--- src/design/tsd_pkg.sv ---
// Package for the three-digit seven-segment driver: widths, codes, reciprocal
// constants and the segment decode function.
// No dependencies; the interfaces and all modules take their types from here.
package tsd_pkg;

  localparam int unsigned ValueWidth   = 20;
  localparam int unsigned CodeWidth    = 4;
  localparam int unsigned SegWidth     = 7;
  localparam int unsigned NumDigits    = 3;
  localparam int unsigned IntervalWidth = 8;
  localparam int unsigned SatWidth     = 17;

  // Operation codes
  localparam logic OP_TICK = 1'b0;
  localparam logic OP_LOAD = 1'b1;

  localparam logic [CodeWidth-1:0] BLANK_CODE = 4'd15;
  localparam logic [SegWidth-1:0]  SEG_OFF    = 7'h7f;
  localparam logic [IntervalWidth-1:0] INTERVAL_RESET = 8'd2;

  // Saturation point and range limits, in hundredths
  localparam logic [SatWidth-1:0] SAT_HUNDREDTHS = 17'd99900;
  localparam logic [SatWidth-1:0] LIMIT_HUNDREDS = 17'd10000;
  localparam logic [SatWidth-1:0] LIMIT_TENS     = 17'd1000;

  // Reciprocals for truncating division of a value up to 99900
  localparam logic [17:0] RECIP_10    = 18'd104858;  // 2^20 / 10, rounded up
  localparam logic [17:0] RECIP_100   = 18'd167773;  // 2^24 / 100, rounded up
  localparam logic [17:0] RECIP_1000  = 18'd134218;  // 2^27 / 1000, rounded up
  localparam logic [17:0] RECIP_10000 = 18'd107375;  // 2^30 / 10000, rounded up

  // Scan positions
  localparam logic [1:0] POS_FIRST = 2'd0;
  localparam logic [1:0] POS_LAST  = 2'd2;
  localparam logic [1:0] POS_BAD   = 2'd3;

  typedef struct packed {
    logic [NumDigits-1:0][CodeWidth-1:0] codes;
    logic [NumDigits-1:0]                points;
  } digits_t;

  // Active-low pattern of one digit code; anything above 9 is blank
  function automatic logic [SegWidth-1:0] seg_pattern(input logic [CodeWidth-1:0] code);
    logic [SegWidth-1:0] pat;
    unique case (code)
      4'd0:    pat = 7'h40;
      4'd1:    pat = 7'h79;
      4'd2:    pat = 7'h24;
      4'd3:    pat = 7'h30;
      4'd4:    pat = 7'h19;
      4'd5:    pat = 7'h12;
      4'd6:    pat = 7'h02;
      4'd7:    pat = 7'h78;
      4'd8:    pat = 7'h00;
      4'd9:    pat = 7'h10;
      default: pat = SEG_OFF;
    endcase
    return pat;
  endfunction

endpackage

--- src/design/tsd_if.sv ---
// Valid/ready channel interfaces for the seven-segment driver: input items
// and result items. Depends on tsd_pkg for field widths.
interface tsd_item_if;
  logic                              valid;
  logic                              ready;
  logic                              opcode;
  logic [tsd_pkg::ValueWidth-1:0]    value_hundredths;

  modport source (output valid, output opcode, output value_hundredths, input ready);
  modport sink   (input valid, input opcode, input value_hundredths, output ready);
endinterface

interface tsd_result_if;
  logic                              valid;
  logic                              ready;
  logic [tsd_pkg::SegWidth-1:0]      segments_n;
  logic                              point_n;
  logic [tsd_pkg::NumDigits-1:0]     digit_enable;

  modport source (output valid, output segments_n, output point_n, output digit_enable,
                  input ready);
  modport sink   (input valid, input segments_n, input point_n, input digit_enable,
                  output ready);
endinterface

--- src/design/tsd_split.sv ---
// Auto-ranging split of a value in hundredths into three decimal digit codes
// and point flags. Depends on tsd_pkg; purely combinational.
module tsd_split (
  input  logic [tsd_pkg::ValueWidth-1:0] value,
  output tsd_pkg::digits_t               digits
);
  import tsd_pkg::*;

  logic [SatWidth-1:0] sat;
  logic [34:0] p10, p100, p1000, p10000;
  logic [13:0] q10;
  logic [9:0]  q100;
  logic [6:0]  q1000;
  logic [3:0]  q10000;
  logic [SatWidth-1:0] rem_hundredth;
  logic [13:0] rem_tenth;
  logic [9:0]  rem_unit;
  logic [6:0]  rem_ten;

  // Clamp to 999.00
  assign sat = (value > ValueWidth'(SAT_HUNDREDTHS)) ? SAT_HUNDREDTHS : value[SatWidth-1:0];

  // Truncating quotients by reciprocal multiply, all in parallel
  assign p10    = 35'(sat) * 35'(RECIP_10);
  assign p100   = 35'(sat) * 35'(RECIP_100);
  assign p1000  = 35'(sat) * 35'(RECIP_1000);
  assign p10000 = 35'(sat) * 35'(RECIP_10000);
  assign q10    = p10[33:20];
  assign q100   = p100[33:24];
  assign q1000  = p1000[33:27];
  assign q10000 = p10000[33:30];

  // Each digit is a quotient less ten times the next coarser quotient
  assign rem_hundredth = sat - SatWidth'(q10) * SatWidth'(10);
  assign rem_tenth     = q10 - 14'(q100) * 14'd10;
  assign rem_unit      = q100 - 10'(q1000) * 10'd10;
  assign rem_ten       = q1000 - 7'(q10000) * 7'd10;

  // Pick the three digits and the point by range
  always_comb begin
    digits.points = '0;
    if (sat >= LIMIT_HUNDREDS) begin
      digits.codes[0] = q10000;
      digits.codes[1] = rem_ten[CodeWidth-1:0];
      digits.codes[2] = rem_unit[CodeWidth-1:0];
    end else if (sat >= LIMIT_TENS) begin
      digits.codes[0] = rem_ten[CodeWidth-1:0];
      digits.codes[1] = rem_unit[CodeWidth-1:0];
      digits.codes[2] = rem_tenth[CodeWidth-1:0];
      digits.points[1] = 1'b1;
    end else begin
      digits.codes[0] = rem_unit[CodeWidth-1:0];
      digits.codes[1] = rem_tenth[CodeWidth-1:0];
      digits.codes[2] = rem_hundredth[CodeWidth-1:0];
      digits.points[0] = 1'b1;
    end
  end

endmodule

--- src/design/three_digit_seven_segment_mux.sv ---
// Top level of the three-digit multiplexed seven-segment driver: state
// update, scan and a two-entry result buffer. Depends on tsd_pkg, tsd_if, tsd_split.
//
//   channel   dir   beat contents
//   item      in    opcode (tick / load), value_hundredths
//   result    out   segments_n, point_n, digit_enable
//   cfg       in    cfg_write, cfg_data (refresh_interval)
//
// One item per cycle while item.ready is high: each accepted beat updates the
// state and produces its result in the same cycle, registered in the result stage.
// The result is registered in the main entry, or in the skid entry while the main entry is full and not taken.
// The result stage holds two beats; item.ready drops only while both are full.
// Reset is synchronous: digits blank, scan at digit 0, nothing lit, interval 2.
module three_digit_seven_segment_mux (
  input  logic                                clk,
  input  logic                                rst,
  tsd_item_if.sink                            item,
  tsd_result_if.source                        result,
  input  logic                                cfg_write,
  input  logic [tsd_pkg::IntervalWidth-1:0]   cfg_data
);
  import tsd_pkg::*;

  localparam int unsigned ResWidth = SegWidth + 1 + NumDigits;

  logic [IntervalWidth-1:0] refresh_interval;
  digits_t                  digits, digits_next, loaded;
  logic [1:0]               scan_position, scan_position_next;
  logic [IntervalWidth-1:0] tick_count, tick_count_next, tick_inc;
  logic                     lit_flag, lit_flag_next;

  logic                     accept, fire_out;
  logic [ResWidth-1:0]      res_new, main_data, skid_data;
  logic                     main_valid, skid_valid;

  assign accept   = item.valid && item.ready;
  assign fire_out = result.valid && result.ready;
  assign item.ready = !skid_valid;

  tsd_split u_split (
    .value  (item.value_hundredths),
    .digits (loaded)
  );

  // Next state for one beat: load new digits or count a tick
  always_comb begin
    digits_next        = digits;
    scan_position_next = scan_position;
    tick_count_next    = tick_count;
    lit_flag_next      = lit_flag;
    tick_inc           = tick_count + 8'd1;
    if (item.opcode == OP_LOAD) begin
      digits_next = loaded;
    end else begin
      tick_count_next = tick_inc;
      if (tick_inc >= refresh_interval) begin
        tick_count_next    = '0;
        scan_position_next = (scan_position >= POS_LAST) ? POS_FIRST : scan_position + 2'd1;
        lit_flag_next      = 1'b1;
      end
    end
  end

  // Drive of the scanned digit after this beat
  always_comb begin
    if (!lit_flag_next || scan_position_next == POS_BAD) begin
      res_new = {SEG_OFF, 1'b1, 3'b000};
    end else begin
      res_new = {seg_pattern(digits_next.codes[scan_position_next]),
                 !digits_next.points[scan_position_next],
                 3'(3'b001 << scan_position_next)};
    end
  end

  // Hold state and the configuration register
  always_ff @(posedge clk) begin
    if (rst) begin
      refresh_interval <= INTERVAL_RESET;
      for (int i = 0; i < NumDigits; i++) begin
        digits.codes[i] <= BLANK_CODE;
      end
      digits.points <= '0;
      scan_position <= POS_FIRST;
      tick_count    <= '0;
      lit_flag      <= 1'b0;
    end else begin
      if (cfg_write) begin
        refresh_interval <= cfg_data;
      end
      if (accept) begin
        digits        <= digits_next;
        scan_position <= scan_position_next;
        tick_count    <= tick_count_next;
        lit_flag      <= lit_flag_next;
      end
    end
  end

  // Result stage with skid entry
  always_ff @(posedge clk) begin
    if (rst) begin
      main_valid <= 1'b0;
      skid_valid <= 1'b0;
    end else if (accept) begin
      if (!main_valid || fire_out) begin
        main_valid <= 1'b1;
      end else begin
        skid_valid <= 1'b1;
      end
    end else if (fire_out) begin
      if (skid_valid) begin
        skid_valid <= 1'b0;
      end else begin
        main_valid <= 1'b0;
      end
    end
  end

  always_ff @(posedge clk) begin
    if (accept) begin
      if (!main_valid || fire_out) begin
        main_data <= res_new;
      end else begin
        skid_data <= res_new;
      end
    end else if (fire_out && skid_valid) begin
      main_data <= skid_data;
    end
  end

  assign result.valid        = main_valid;
  assign result.segments_n   = main_data[ResWidth-1 -: SegWidth];
  assign result.point_n      = main_data[NumDigits];
  assign result.digit_enable = main_data[NumDigits-1:0];

  // Skid entry is only used behind a full main entry
  a_skid_behind_main: assert property (@(posedge clk) disable iff (rst)
    skid_valid |-> main_valid)
    else $error("skid entry full while main entry empty");

  // Scan never reaches the unused position
  a_scan_range: assert property (@(posedge clk) disable iff (rst)
    scan_position != POS_BAD)
    else $error("scan position out of range");

  // An unlit result drives everything off
  a_dark_result: assert property (@(posedge clk) disable iff (rst)
    (result.valid && result.digit_enable == 3'b000)
      |-> (result.segments_n == SEG_OFF && result.point_n))
    else $error("segments driven with no digit enabled");

  // Once lit, the display stays lit
  a_lit_sticky: assert property (@(posedge clk) disable iff (rst)
    lit_flag |=> lit_flag)
    else $error("lit flag cleared without reset");

endmodule

--- src/flat_wrapper.sv ---
// flat-port wrapper written by rule: the top's interface ports become plain ports
module three_digit_seven_segment_mux_flat import tsd_pkg::*;
  (clk, rst, cfg_write, cfg_data, item_valid, item_opcode, item_value_hundredths, item_ready, result_valid, result_segments_n, result_point_n, result_digit_enable, result_ready);
  tsd_item_if item_i ();
  tsd_result_if result_i ();
  input  logic clk;
  input  logic rst;
  input  logic cfg_write;
  input  logic [tsd_pkg::IntervalWidth-1:0] cfg_data;
  input wire logic [$bits(item_i.valid)-1:0] item_valid;
  input wire logic [$bits(item_i.opcode)-1:0] item_opcode;
  input wire logic [$bits(item_i.value_hundredths)-1:0] item_value_hundredths;
  output wire logic [$bits(item_i.ready)-1:0] item_ready;
  output wire logic [$bits(result_i.valid)-1:0] result_valid;
  output wire logic [$bits(result_i.segments_n)-1:0] result_segments_n;
  output wire logic [$bits(result_i.point_n)-1:0] result_point_n;
  output wire logic [$bits(result_i.digit_enable)-1:0] result_digit_enable;
  input wire logic [$bits(result_i.ready)-1:0] result_ready;
  assign item_i.valid = item_valid;
  assign item_i.opcode = item_opcode;
  assign item_i.value_hundredths = item_value_hundredths;
  assign item_ready = item_i.ready;
  assign result_valid = result_i.valid;
  assign result_segments_n = result_i.segments_n;
  assign result_point_n = result_i.point_n;
  assign result_digit_enable = result_i.digit_enable;
  assign result_i.ready = result_ready;
  three_digit_seven_segment_mux u_core (.clk(clk), .rst(rst), .item(item_i), .result(result_i), .cfg_write(cfg_write), .cfg_data(cfg_data));
endmodule
--- config.mk ---
export PLATFORM = sky130hd
export DESIGN_NAME = three_digit_seven_segment_mux_flat
export DESIGN_NICKNAME = d
export VERILOG_FILES = /design/src/design/tsd_pkg.sv /design/src/design/tsd_if.sv /design/src/design/tsd_split.sv /design/src/design/three_digit_seven_segment_mux.sv /design/src/flat_wrapper.sv
export SDC_FILE = /design/constraint.sdc
export NUM_CORES = 1
export LEC_CHECK = 0
export BUFFER_PORTS_ARGS = -buffer_cell sky130_fd_sc_hd__buf_2
export CORE_MARGIN = 4
export CORE_UTILIZATION = 67
export CTS_CLUSTER_SIZE = 20
export DETAILED_ROUTE_END_ITERATION = 12
export PLACE_DENSITY = 0.84
export SYNTH_ARGS = -nofsm -noshare
export SYNTH_HDL_FRONTEND = slang
export SYNTH_SLANG_ARGS = --single-unit
--- constraint.sdc ---
create_clock -name clk -period 13.5 [get_ports clk]
set_input_delay 2.7 -clock clk [delete_from_list [all_inputs] [get_ports clk]]
set_output_delay 2.7 -clock clk [all_outputs]
set_load 0.01 [all_outputs]
* After elaboration in Yosys (flattened, before gate mapping)
Memory sizes are Yosys's and may differ from the RTL's. Cells that the tools add are included.
Storage, ports and cells: bits in read-only memories 112, output and inout bits 13, logic and storage cells 84, memories kept 1, input port bits 34, bits in registers 58
Memories:
- (name not given) | words 16, width 7, read ports 1, clocked after memory_dff 0, wr ports 0, line tsd_pkg.sv:45 | unique case (code)
Operators by class: reductions and logical operators 16, shifts and indexed selects 1, add/subtract/negate cells 6, order comparisons 6, multipliers 8, bitwise logic cells 2, muxes and demuxes 28, eq/ne operators 4
Operators with widths (number):
- $mux W11 | 4
- $mul A17 B17 Y34 const B | 1
- $mul A17 B18 Y34 const B | 1
- $mul A17 B16 Y33 const B | 1
- $mul A17 B17 Y33 const B | 1
- $mux W12 | 2
- $gt A20 B17 Y1 const B | 1
- $ge A17 B10 Y1 const B | 1
- $ge A17 B14 Y1 const B | 1
- $mux W17 | 1
- $sub A4 B4 Y4 | 4
- $mux W15 | 1
- $mul A14 B3 Y3 const B | 1
- $mux W1 | 12
- $mul A10 B3 Y3 const B | 1
- $add A8 B1 Y8 const B | 1
- $bmux W4 S2 | 1
- $ge A8 B8 Y1 | 1
- $mux W2 | 4
- $mux W8 | 1
- $reduce_and A2 Y1 | 4
- $mul A7 B3 Y3 const B | 1
- $logic_not A1 Y1 | 4
- $mul A4 B3 Y3 const B | 1
- 14 further kinds | 20

* Longest topological paths before layout
depth in word-level cells 14, gate-level depth with buffers 42, gate-level depth less buffers 40

* Cells and area by module
A second synthesis with hierarchy kept.
Unflattened totals: cells, all modules 2214, area total of the unflattened synthesis 20258.2 µm²
By module, submodules not included:
- tsd_split | area an instance 17070.1 µm², instances 1, cells an instance 1853, sequential area each 0.0 µm²
- three_digit_seven_segment_mux | area an instance 3188.1 µm², instances 1, cells an instance 361, sequential area each 1381.3 µm²

* Least setup slack after synthesis
Ideal clock, no wire load.
path kind input to register, start in item_value_hundredths[12], end reg u_core.main_data[10] (data pin), arrival 12.426 ns, required time 13.230 ns, cell stages on the path 38, setup slack 0.804 ns, library setup time 0.270 ns, path through buf_4 > or4b_4 > or4_4 > and2_4 > buf_6 > clkbuf_1 > nor2_1 > ha_1 > ha_1 > nand2b_1 > fa_1 > fa_1 > fa_1 > fa_1 > inv_1 > fa_1 > inv_1 > ha_1 > [... 2 more ...] > nor4_1 > a211oi_1 > xnor2_2 > inv_1 > ha_1 > inv_1 > fa_1 > xnor2_1 > xnor2_1 > xnor2_1 > xnor2_1 > xnor3_1 > nor3b_1 > o32a_2 > o32ai_2 > a311oi_4 > mux2i_1 > a21oi_1
On the way: longest elaborated chain between the ends 14, elaborated cells on any way between the ends 25, those cells by class 4 x add/sub; 8 x mul; 3 x order compare; 9 x mux; 1 x memory
Ends and longest elaborated chain:
- from (decl) | line flat_wrapper.sv:12 | input wire logic [$bits(item_i.value_hundredths)-1:0] item_value_hundredths;
- $gt A20 B17 Y1 | line tsd_split.sv:21 | assign sat = (value > ValueWidth'(SAT_HUNDREDTHS)) ? SAT_HUNDREDTHS : value[SatWidth-1:0];
- $mux W17 (*) | line tsd_split.sv:21
- $mul A17 B16 Y33, or another cell as far along | line tsd_split.sv:24 | assign p10 = 35'(sat) * 35'(RECIP_10);
- $mul A14 B3 Y3, or another cell as far along | line tsd_split.sv:34 | assign rem_hundredth = sat - SatWidth'(q10) * SatWidth'(10);
- $sub A4 B4 Y4, on equally long branches
- $mux W12 | line tsd_split.sv:46 | end else if (sat >= LIMIT_TENS) begin
- $mux W12 (*) | line tsd_split.sv:42 | if (sat >= LIMIT_HUNDREDS) begin
- $mux W15 (*) | line three_digit_seven_segment_mux.sv:52 | if (item.opcode == OP_LOAD) begin
- $bmux W4 S2 (*) | line three_digit_seven_segment_mux.sv:69 | res_new = {seg_pattern(digits_next.codes[scan_position_next]),
- $mux W4 (implied by the code) (*) | line three_digit_seven_segment_mux.sv:69
- $mem_v2 Z16 W7 (*)
- $mux W11 (*) | line three_digit_seven_segment_mux.sv:66 | if (!lit_flag_next || scan_position_next == POS_BAD) begin
- $mux W11 (*) | line three_digit_seven_segment_mux.sv:121 | if (!main_valid || fire_out) begin
- $mux W11 (*) | line three_digit_seven_segment_mux.sv:120 | if (accept) begin
- to (signal assigned) | line three_digit_seven_segment_mux.sv:122 | main_data <= res_new;
- to (signal assigned) | line three_digit_seven_segment_mux.sv:127 | main_data <= skid_data;
- to (decl) | line three_digit_seven_segment_mux.sv:33 | logic [ResWidth-1:0] res_new, main_data, skid_data;
Every way passes the cells marked *; elsewhere a longest branch is shown, timed or not. The select of a mux whose other input is x is not followed. A chain may end at the register's enable or synchronous reset.

* Worst setup path after layout
start in item_value_hundredths[19], end reg u_core.main_data[6] (data pin)
On the way: longest elaborated chain between the ends 14, elaborated cells on any way between the ends 25, those cells by class 4 x add/sub; 8 x mul; 3 x order compare; 9 x mux; 1 x memory
Ends and longest elaborated chain (line):
- $gt A20 B17 Y1 (*) | tsd_split.sv:21
- $mux W17 (*) | tsd_split.sv:21
- $mul A17 B16 Y33, or another cell as far along | tsd_split.sv:24
- $mul A14 B3 Y3, or another cell as far along | tsd_split.sv:34
- $sub A4 B4 Y4, on equally long branches
- $mux W12 | tsd_split.sv:46
- $mux W12 (*) | tsd_split.sv:42
- $mux W15 (*) | three_digit_seven_segment_mux.sv:52
- $bmux W4 S2 (*) | three_digit_seven_segment_mux.sv:69
- $mux W4 (implied by the code) (*) | three_digit_seven_segment_mux.sv:69
- $mem_v2 Z16 W7 (*)
- $mux W11 (*) | three_digit_seven_segment_mux.sv:66
- $mux W11 (*) | three_digit_seven_segment_mux.sv:121
- $mux W11 (*) | three_digit_seven_segment_mux.sv:120
Marks and branches as above.

==> results.md <==
* Outcome: complete, no violations
* Iteration-0 DRC Markers at 1712
* RR Startpoint: u_core.tick_count[0]
* Syn Inst Count at 2245
* Worst-Skew Late Latency at 0.33 ns
* Fill cells at 2281
* Worst reg2reg path depth at 15
* Share of layout cells above drive strength 1 at 0.0629
* Clock transition at path regs at 0.05 ns
* Worst Hold Path Cells at 2
* Worst path buffer plus inverter count at 7
* Max frequency at 76.0 MHz
* Initial Utilization at 0.681
* Synth warn at 0
* P per Cell Area at 137 nW/um^2
* Hold path endpoint: u_core.tick_count[7]
* Post-CTS Setup Inserts at 0
* Mapped Area at 20200 sq um
* Setup violators final at 0
* Async S/R FF share, synth at 0
* Post-DR wirelength/cell at 23.2 microns
* GRT Util Overall at 0.391
* Syn_area_per_cell at 8.99 sq um
* Clock Path Buffers at 2
* Crit-path most repeated cell: fa_1
* Clock Skews at 0.00544 ns
* Vias at 16471
* Die H at 182 microns
* Fin nets at 3071
* Max VDD drop at 0.000149 V
* Syn Nets at 3001
* CP required at 13.55 ns
* DRT Wirelength at 62800 microns
* Reg-to-Reg End: u_core.skid_data[5]
* Port bufs at 46
* Total CTS buffers at 9
* Hold crit path type: reg2reg
* Post-synth top flop: dfxtp_1
* Post-synth EDFFs at 22
* WS Path Type: in2reg
* Relative slew slack at 0.229
* Post-layout minimum cycle time at 13.16 ns
* Die width at 182 microns
* DP HPWL at 54500 microns
* Dpl cells at 2694
* Via density at 6.07
* Cts repair resizes at 0
* Metal1 wirelength at 24000 microns
* RSZ-0062 raised after global routing: no
* Top Metal Used: met4
* Crit. End Element: flip-flop
* Die Footprint at 33000 sq um
* Min-delay src: u_core.tick_count[7]
* Layout Cells excl Fill at 2712
* WL met2 at 28400 microns
* CP delay by family, top: adder cells
* Clock sink count at 58
* Met3 Wirelength at 6320 microns
* CTS H-tree lvls at 3
* Initial antenna violation count at 2
* Worst-path fanout max at 11
* Setup TNS at 0 ns
* Arr. time, crit path at 13.21 ns
* Overflow after GRT at 0
* First-pass GRT wire length at 99100 microns
* Max-cap viol count at 0
* Number of global-route vias before repair at 17427
* Fin. max-slew vios at 0
* Rows at 63
* CTS tree: built
* DRC violations left at 0
* Final Cycle Share at 0.975
* Crit path max-delay cell type: ha_1
* Final hold vios at 0
* Crit. path cell count at 36
* Max incr delay on CP at 0.70 ns
* Reg-to-reg slack, setup at 8.47 ns
* #FFs+latches synth at 58
* Layout area overhead at 6.25%
* Routability Congestion at 1.10
* LEAKAGE at 11.6 nW
* Drt pass-1 iters at 10
* Sequential cell area fraction in the yosys report at 0.0685
* Yosys cell types at 88
* Final ANT Viol Nets at 0
* CTS Hold Bufs at 0
* Number of top-level pins at 47
* Root Driver: clkbuf_16
* Largest net degree at the start of global routing at 27
* Worst-margin pin slew at 1.16 ns
* Core Area at 29600 sq um
* CP startpoint kind: input port
## worst max path at each step
stage                                 to                       from
floorplan           u_core.main_data[10]  item_value_hundredths[12]
CTS                  u_core.main_data[6]  item_value_hundredths[19]
global route         u_core.main_data[6]  item_value_hundredths[19]
detailed placement   u_core.main_data[6]  item_value_hundredths[19]
finish               u_core.main_data[6]  item_value_hundredths[19]
global placement     u_core.main_data[7]  item_value_hundredths[19]
## report_power, final
part / switching (mW) / internal [mW]
registers: 0.00943 / 0.196
logic: 1.43 / 1.06
clock network: 0.0797 / 0.160
## cells by family (layout without fill, tap and decap cells)
group	Yosys count	in the layout	share of synthesized area
AO/OA/AOI/OAI	296	296	0.0979
XOR/XNOR	94	94	0.0439
adder cells (fa/ha/maj)	722	722	0.562
buffers and inverters	655	730	0.123
flip-flops	58	58	0.0685
multiplexers	22	22	0.0111
other	0	2	0
AND/OR/NAND/NOR	398	398	0.0933
## placed cells by master, fill, tap and decap left out, types with 4 or more instances in the layout
cell       netlist  routed
a21oi_1         91      91
a21o_1          24      24
nand2_1        136     136
a31o_2           4       4
clkbuf_16        0       9
xnor2_1         67      67
o211ai_1        15      15
o21a_1           6       6
nor3_1          26      26
nor2_1          92      92
o21bai_1         5       5
and3_1          25      25
o21ai_0         54      54
o22ai_1          4       4
nand3_1         46      46
mux2i_1         19      19
dfxtp_1         36      36
xor2_1          22      22
o221ai_1         5       5
fa_1           307     307
ha_1           415     415
nor3b_1          7       7
a31oi_1          8       8
inv_1          610     610
nand4_1          9       9
xnor3_1          4       4
buf_2            4      46
nand2b_1        11      11
o2111ai_1        4       4
or2_2            6       6
edfxtp_1        22      22
o31ai_1          7       7
nor2b_1          4       4
and2_1          11      11
a211oi_1        24      24
buf_4            2      55
## Yosys cell counts (26+ instances only)
cell type / n / area [sq um]
a21oi_1: 91 / 455
clkbuf_1: 27 / 101
dfxtp_1: 36 / 721
fa_1: 307 / 6150
ha_1: 415 / 5190
inv_1: 610 / 2290
nand2_1: 136 / 510
nand3_1: 46 / 230
nor2_1: 92 / 345
nor3_1: 26 / 130
o21ai_0: 54 / 270
xnor2_1: 67 / 587
## routing by layer
| layer | GRT usage | vias up |
|---|---|---|
| li1 | - | 7320 |
| met1 | 0.501 | 8013 |
| met2 | 0.635 | 892 |
| met4 | 0.182 | 0 |
| met5 | 0 | - |
| met3 | 0.0869 | 246 |
## flip-flops by register name (all words and copies together), names as in the netlist
register                 cells
u_core.main_data            11
u_core.digits               15
u_core.tick_count            8
u_core.lit_flag              1
u_core.skid_data            11
u_core.scan_position         2
u_core.refresh_interval      8
u_core.skid_valid            1
u_core.result.valid          1
## worst min-delay path: stages (launching register included)
cell and delay [ns]:
dfxtp_1 0.31, nand2_1 0.06, a21oi_1 0.05
## layout make-up
cell class              count  area, sq um  share of cell area
diodes                      2         5.00            0.000233
clock buffers              10          229              0.0107
clock inverters             6         81.3             0.00379
inverters                 613         2300               0.107
multi-input cells        1532        16300               0.761
flip-flops and latches     58         1380              0.0644
well taps                 390          488              0.0228
repair buffers            101          643              0.0300
## stage by stage
step / hold slack [ns] / instance area [sq um] / utilization / power [mW] / setup WS, ns
finish: 0.468 / 21400 / 0.723 / 2.94 / 0.340
global route: 0.497 / 21400 / 0.723 / 3.26 / 0.0438
CTS: 0.472 / 21400 / 0.723 / 2.91 / 0.438
detailed placement: 0.465 / 21100 / 0.713 / 2.65 / 0.101
global placement: 0.451 / 21100 / 0.713 / 2.55 / 0.363
floorplan: 0.444 / 20200 / - / 2.03 / 0.804
Note: power is estimated with default switching activity, not from simulation.
